File: config.mk
export PLATFORM = sky130hd
export DESIGN_NAME = sme_div
export DESIGN_NICKNAME = d
export VERILOG_FILES = /design/src/rtl/sme_pkg.sv /design/src/rtl/sme_div.sv
export SDC_FILE = /design/constraint.sdc
export NUM_CORES = 1
export LEC_CHECK = 0
export BUFFER_PORTS_ARGS = -buffer_cell sky130_fd_sc_hd__buf_2
export CORE_MARGIN = 1
export CORE_UTILIZATION = 25
export CTS_BUF_LIST = sky130_fd_sc_hd__clkbuf_4 sky130_fd_sc_hd__clkbuf_8
export CTS_CLUSTER_DIAMETER = 40
export DETAILED_ROUTE_END_ITERATION = 10
export GPL_ROUTABILITY_DRIVEN = 1
export PLACE_DENSITY = 0.49
export SLEW_MARGIN = 20
export SYNTH_ARGS = -nofsm -noshare
export SYNTH_HDL_FRONTEND = slang
export SYNTH_SLANG_ARGS = --single-unit
File: constraint.sdc
create_clock -name clk -period 4.1 [get_ports clk]
set_input_delay 0.205 -clock clk [delete_from_list [all_inputs] [get_ports clk]]
set_output_delay 0.205 -clock clk [all_outputs]
set_load 0.01 [all_outputs]
File: src/rtl/sme_pkg.sv
// Shared constants, codes and types of the stack machine executor.
package sme_pkg;

    localparam int MEM_WORDS = 4096;
    localparam int AW        = $clog2(MEM_WORDS);
    localparam int SPW       = $clog2(MEM_WORDS + 1);

    // Instruction codes
    localparam logic [7:0] OP_POP   = 8'd0;
    localparam logic [7:0] OP_IPOP  = 8'd1;
    localparam logic [7:0] OP_PUSH  = 8'd2;
    localparam logic [7:0] OP_IPUSH = 8'd3;
    localparam logic [7:0] OP_PUSHI = 8'd4;
    localparam logic [7:0] OP_JMP   = 8'd5;
    localparam logic [7:0] OP_JNZ   = 8'd6;
    localparam logic [7:0] OP_CALL  = 8'd7;
    localparam logic [7:0] OP_RET   = 8'd8;
    localparam logic [7:0] OP_READ  = 8'd9;
    localparam logic [7:0] OP_WRITE = 8'd10;
    localparam logic [7:0] OP_ALU   = 8'd11;
    localparam logic [7:0] OP_RND   = 8'd12;
    localparam logic [7:0] OP_DUP   = 8'd13;
    localparam logic [7:0] OP_HALT  = 8'd99;

    // ALU selectors
    localparam logic [3:0] ALU_EQ  = 4'd0;
    localparam logic [3:0] ALU_NE  = 4'd1;
    localparam logic [3:0] ALU_GE  = 4'd2;
    localparam logic [3:0] ALU_LE  = 4'd3;
    localparam logic [3:0] ALU_GT  = 4'd4;
    localparam logic [3:0] ALU_LT  = 4'd5;
    localparam logic [3:0] ALU_OR  = 4'd6;
    localparam logic [3:0] ALU_XOR = 4'd7;
    localparam logic [3:0] ALU_AND = 4'd8;
    localparam logic [3:0] ALU_NOT = 4'd9;
    localparam logic [3:0] ALU_ADD = 4'd10;
    localparam logic [3:0] ALU_SUB = 4'd11;
    localparam logic [3:0] ALU_MUL = 4'd12;
    localparam logic [3:0] ALU_DIV = 4'd13;
    localparam logic [3:0] ALU_MOD = 4'd14;
    localparam logic [3:0] ALU_NEG = 4'd15;

    // Status codes
    localparam logic [2:0] STAT_OK      = 3'd0;
    localparam logic [2:0] STAT_UNDER   = 3'd1;
    localparam logic [2:0] STAT_OVER    = 3'd2;
    localparam logic [2:0] STAT_BADADR  = 3'd3;
    localparam logic [2:0] STAT_DIVZ    = 3'd4;
    localparam logic [2:0] STAT_HALT    = 3'd5;
    localparam logic [2:0] STAT_STOPPED = 3'd6;

    typedef enum logic [6:0] {
        S_CLEAR = 7'b0000001,
        S_IDLE  = 7'b0000010,
        S_CHK   = 7'b0000100,
        S_RDA   = 7'b0001000,
        S_EXEC  = 7'b0010000,
        S_DIV   = 7'b0100000,
        S_OUT   = 7'b1000000
    } state_t;

    typedef struct packed {
        logic        start;
        logic [31:0] dividend;
        logic [31:0] divisor;
        logic        neg_q;
        logic        neg_r;
    } div_req_t;

endpackage

File: src/rtl/sme_div.sv
// Iterative signed divider, one quotient bit per cycle, shared by div, mod and rnd.
module sme_div import sme_pkg::*; (
    input  logic        clk,
    input  logic        rst_n,
    input  div_req_t    req,
    output logic        done,
    output logic [31:0] quotient,
    output logic [31:0] remainder
);

    logic        busy_reg, busy_next;
    logic        done_reg, done_next;
    logic [4:0]  cnt_reg, cnt_next;
    logic [31:0] q_reg, q_next;
    logic [31:0] r_reg, r_next;
    logic [31:0] d_reg, d_next;
    logic        nq_reg, nq_next;
    logic        nr_reg, nr_next;
    logic [32:0] r_sh;
    logic [33:0] diff;
    logic        ge;

    assign r_sh = {r_reg, q_reg[31]};
    assign diff = {1'b0, r_sh} - {2'b00, d_reg};
    assign ge   = !diff[33];

    always_comb
    begin
        busy_next = busy_reg;
        done_next = 1'b0;
        cnt_next  = cnt_reg;
        q_next    = q_reg;
        r_next    = r_reg;
        d_next    = d_reg;
        nq_next   = nq_reg;
        nr_next   = nr_reg;
        if (req.start)
        begin
            busy_next = 1'b1;
            cnt_next  = 5'd31;
            q_next    = req.dividend;
            r_next    = '0;
            d_next    = req.divisor;
            nq_next   = req.neg_q;
            nr_next   = req.neg_r;
        end
        else if (busy_reg)
        begin
            // shift in one dividend bit, keep the difference if it fits
            r_next   = ge ? diff[31:0] : r_sh[31:0];
            q_next   = {q_reg[30:0], ge};
            cnt_next = cnt_reg - 5'd1;
            if (cnt_reg == 5'd0)
            begin
                busy_next = 1'b0;
                done_next = 1'b1;
            end
        end
    end

    always_ff @(posedge clk or negedge rst_n)
    begin
        if (!rst_n)
        begin
            busy_reg <= 1'b0;
            done_reg <= 1'b0;
            cnt_reg  <= '0;
        end
        else
        begin
            busy_reg <= busy_next;
            done_reg <= done_next;
            cnt_reg  <= cnt_next;
        end
    end

    always_ff @(posedge clk)
    begin
        q_reg  <= q_next;
        r_reg  <= r_next;
        d_reg  <= d_next;
        nq_reg <= nq_next;
        nr_reg <= nr_next;
    end

    assign done      = done_reg;
    assign quotient  = nq_reg ? (32'd0 - q_reg) : q_reg;
    assign remainder = nr_reg ? (32'd0 - r_reg) : r_reg;

endmodule

### Word-level counts from Yosys, hierarchy flattened

Cells that the tools add are included.

* mux-type cells: 13
* $add $sub $neg: 4
* reduce and logical (&&, ||, !) cells: 3

Operators with widths (count)
* 32-bit 2-to-1 mux: 5
* 1-bit by 32-bit subtractor with 32-bit output, first input constant: 2
* 33-bit by 32-bit subtractor with 34-bit output: 1
* 5-bit 2-to-1 mux: 2
* 1-bit 2-to-1 mux: 6
* 5-bit zero test: 1
* 5-bit by 1-bit subtractor with 5-bit output, second input constant: 1
* 2-bit nonzero test: 1
* 1-bit zero test: 1

* bits in registers: 105
* logic and storage cells: 28
* input bits: 69

### Longest topological paths before layout

* depth after elaboration: 4
* gate-level depth with buffers: 12
* gate-level depth less buffers: 12

### Least setup slack after synthesis

Ideal clock, no wire load.

* kind: flip-flop to flip-flop
* from: register q_reg[31]
* to: register r_reg[22]
* arrival time: 2.941 ns
* cell stages (with the launch flop): 13
* slack: 1.068 ns
* period minus slack after synthesis: 3.032 ns
* path buffers: 0
* data required time: 4.009 ns
* library setup time: 0.091 ns
* path through: edfxtp_1 > inv_1 > ha_1 > inv_1 > fa_1 > a21o_1 > a221oi_2 > o2111ai_1 > a21bo_2 > a2111oi_2 > o21a_1 > o21ai_0 > a311oi_1

* cells in the longest elaborated chain, start to end: 2

RTL lines
* from (decl): RTL line sme_div.sv:14 `logic [31:0] q_reg, q_next;`
* from (signal assigned): RTL line sme_div.sv:79 `q_reg <= q_next;`
* 33-bit by 32-bit subtractor with 34-bit output: RTL line sme_div.sv:24 `assign diff = {1'b0, r_sh} - {2'b00, d_reg};`
* 32-bit 2-to-1 mux: RTL line sme_div.sv:50 `r_next = ge ? diff[31:0] : r_sh[31:0];`
* to (signal assigned): RTL line sme_div.sv:80 `r_reg <= r_next;`
* to (decl): RTL line sme_div.sv:15 `logic [31:0] r_reg, r_next;`

No other way between the ends.
A chain may end at the register's enable or synchronous reset.

### Worst setup path after layout

* from: register r_reg[2]
* to: output port remainder[29]

* cells in the longest elaborated chain, start to end: 2

RTL lines
* 1-bit by 32-bit subtractor with 32-bit output: RTL line sme_div.sv:88 `assign remainder = nr_reg ? (32'd0 - r_reg) : r_reg;`
* 32-bit 2-to-1 mux: RTL line sme_div.sv:88
* to (decl): RTL line sme_div.sv:8 `output logic [31:0] remainder`

No other way between the ends.

==> metrics.md <==
| Metric | Value |
|---|---|
| # rows | `just over 60` |
| Type of the tightest min-delay check | `in2reg` |
| Worst reg2reg path startpoint | `r_reg[10]` |
| Synthesized area per cell | `between 9 and 10 um2` |
| Remaining antenna violation count | `0` |
| Post-synth net total | `858` |
| Last weighted congestion value of the routability-driven placer | `roughly 0.8` |
| Finish-stage setup viols | `0` |
| Setup Buffers After CTS | `0` |
| H-tree depth | `3` |
| Post-synth top area share | `~28%` |
| Clock Path Buffers | `2` |
| LEAKAGE | `3.58 nW` |
| Number of iterations in the first detailed-routing pass | `4` |
| Worst EP arrival | `between 3000 and 4000 ps` |
| Final hold vios | `0` |
| Path depth of the worst reg2reg path | `10` |
| RSZ-0062 raised after global routing | `false` |
| Global-route wire length before repair | `approximately 31000 um` |
| Slew at the pin closest to its max-slew limit | `just under 1000 ps` |
| Die ar. | `between 20000 and 30000 um2` |
| Die Y-Extent | `around 170 um` |
| Core box area | `roughly 28000 um2` |
| Final period utilization | `about nine tenths` |
| Share of layout cells above drive strength 1 | `between 20% and 30%` |
| Hpwl dp | `between 10000 and 15000 um` |
| Pwr per Cell Area | `719 nW/um2` |
| Initial drt markers | `between 300 and 400` |
| Setup Skew | `~20 ps` |
| I/O pin cnt | `134` |
| Routed wire length per instance | `15.0 um` |
| MaxCap Viol Count | `0` |
| Yosys reg bits | `105` |
| CP startpoint kind | `flop` |
| Cells after Synth | `~750` |
| Vias in the first global route | `5800` |
| Largest net degree at the start of global routing | `65` |
| Post_cts resized | `0` |
| Nets@finish | `roughly 1000` |
| Post-synthesis sequential area ratio | `between 30% and 40%` |
| Max-slew violations | `0` |
| Yosys warnings | `0` |
| Distinct cells, synth | `77` |
| Syn Std Cell Area | `between 7000 and 8000 um2` |
| Final wirelength | `around 19000 um` |
| CTS root buffer | `clkbuf_8` |
| Status | `finished clean` |
| Clock Sinks | `105` |
| Starting Density | `between 20% and 30%` |
| FF-to-FF setup slack | `600 ps` |
| Initial antenna violation count | `0` |
| Max FO, Critical Path | `7` |
| Hold depth | `1` |
| Crit end category | `primary output` |
| Worst EP required | `around 3900 ps` |
| Gr ovfl total | `0` |
| CTS Buf Count | `9` |
| Primary FF master, synth | `edfxtp_1` |
| Clk_lat worst skew | `approximately 390 ps` |
| Number of enable flip-flop cells after synthesis | `66` |
| # port buffers | `around 130` |
| Worst reg2reg path endpoint | `r_reg[4]` |
| Placed instance count | `1236` |
| Area grow syn2layout | `22.6%` |
| Die Width | `~170 um` |
| Peak supply drop | `~0.4 mV` |
| Final setup TNS | `0 ps` |
| Most frequent cell after synthesis | `nand2_1` |
| Slew HR | `between 30% and 40%` |
| Yosys top cell by area | `edfxtp_1` |
| DRC viols | `0` |
| Hold EP | `d_reg[31]` |
| Commonest cells post-synth | `nand2_1 (81), xnor2_1 (80), edfxtp_1 (66)` |
| Minimum clock period | `3660 ps` |
| Layout Utilization | `a little under a third` |
| Tot Pwr | `between 6 and 7 mW` |
| Kind of critical path | `reg2out` |
| # diodes | `0` |
| Clk slew on worst S/H paths | `approximately 110 ps` |
| Final Instance Count excl. Fillers | `roughly 1300` |
| Async SR Flop Fraction | `around 6.7%` |
| Top cells by area, synth | `edfxtp_1 (28%), xnor2_1 (9.8%), dfxtp_1 (8.9%)` |
| Via/cell ratio | `approximately 4.7` |
| CTS tree | `yes` |
| Cts hold-fix bufs | `33` |
| Beginning of the worst hold path | `req[33]` |
| DR vias | `6005` |
| Fmax | `273 MHz` |
| Tot GR Track Use | `between 10% and 20%` |
power by group:
group          total, mW  switching, mW  internal (mW)
sequential          1.67          0.334           1.33
clock              0.761          0.409          0.352
combinational       3.90           2.14           1.76
total               6.33           2.88           3.44
worst max-delay path by stage:
stage | slack (ps) | cells past startpoint | from | to
2_1_floorplan | 1070 | 12 | q_reg[31] | r_reg[22]
3_3_place_gp | 750 | 10 | r_reg[10] | r_reg[3]
3_5_place_dp | 660 | 10 | r_reg[10] | r_reg[5]
4_1_cts | 390 | 9 | r_reg[2] | remainder[31]
5_1_grt | 210 | 9 | r_reg[2] | remainder[31]
6_report | 440 | 9 | r_reg[2] | remainder[29]
final cells by class:
cell class              instances  area, um2
repair buffers                176       1080
multi-input cells             560       4030
flip-flops and latches        105       2800
well taps                     378        473
inverters                      51        191
clock buffers                   9        124
clock inverters                 7        103
fillers                      2990      19200
per-layer routing:
layer	part of all wire, %	vias up	wire, um	track usage (%)
met3	4.8	12	921	2.76
met5	0	-	0	0
met4	1.2	0	229	3.26
met1	48	2796	9210	17.5
met2	46	139	8990	22.5
li1	-	3058	-	-
placed cells by master (no fill, tap or decap), types with 8 or more instances in the layout:
cell type	count
or4_1	8
nand2b_1	9
edfxtp_1	66
mux2_2	30
nand3_1	12
o31ai_1	21
dlygate4sd3_1	33
buf_4	10
nor3_1	9
a311oi_1	21
xnor2_1	80
nand2_1	81
o21ai_0	47
a21o_1	14
a21oi_1	33
nor2_1	39
inv_1	51
o41ai_1	10
clkbuf_8	9
or3_1	10
ha_1	36
dfxtp_1	32
buf_2	132
cell families after synthesis:
| family | after synthesis | share of synthesized area (%) |
|---|---|---|
| xor+xnor | 86 | 10.5 |
| mux | 34 | 5.26 |
| compound gates | 196 | 19.2 |
| flops | 105 | 39.0 |
| buf+inv | 87 | 4.86 |
| simple gates | 207 | 14.7 |
| fa+ha+maj | 37 | 6.55 |
critical path: stages (launching register included):
cell,delay [ps]
dfxtp_1,430
nor4_4,400
nand3_1,270
or4_1,500
or4_4,470
nor2_1,240
nand2_1,140
o31ai_1,280
xnor2_1,170
buf_2,160
metrics by stage:
| step | setup WS [ps] | hold WS [ps] | instance area [um2] |
|---|---|---|---|
| 2_1_floorplan | 1070 | -90.6 | 7180 |
| 3_3_place_gp | 752 | 52.7 | 8230 |
| 3_5_place_dp | 659 | 56.4 | 8230 |
| 4_1_cts | 391 | 4.02 | 8790 |
| 5_1_grt | 208 | 1.49 | 8800 |
| 6_report | 438 | 18.4 | 8800 |
No activity file was read; power rests on OpenSTA's default activity.
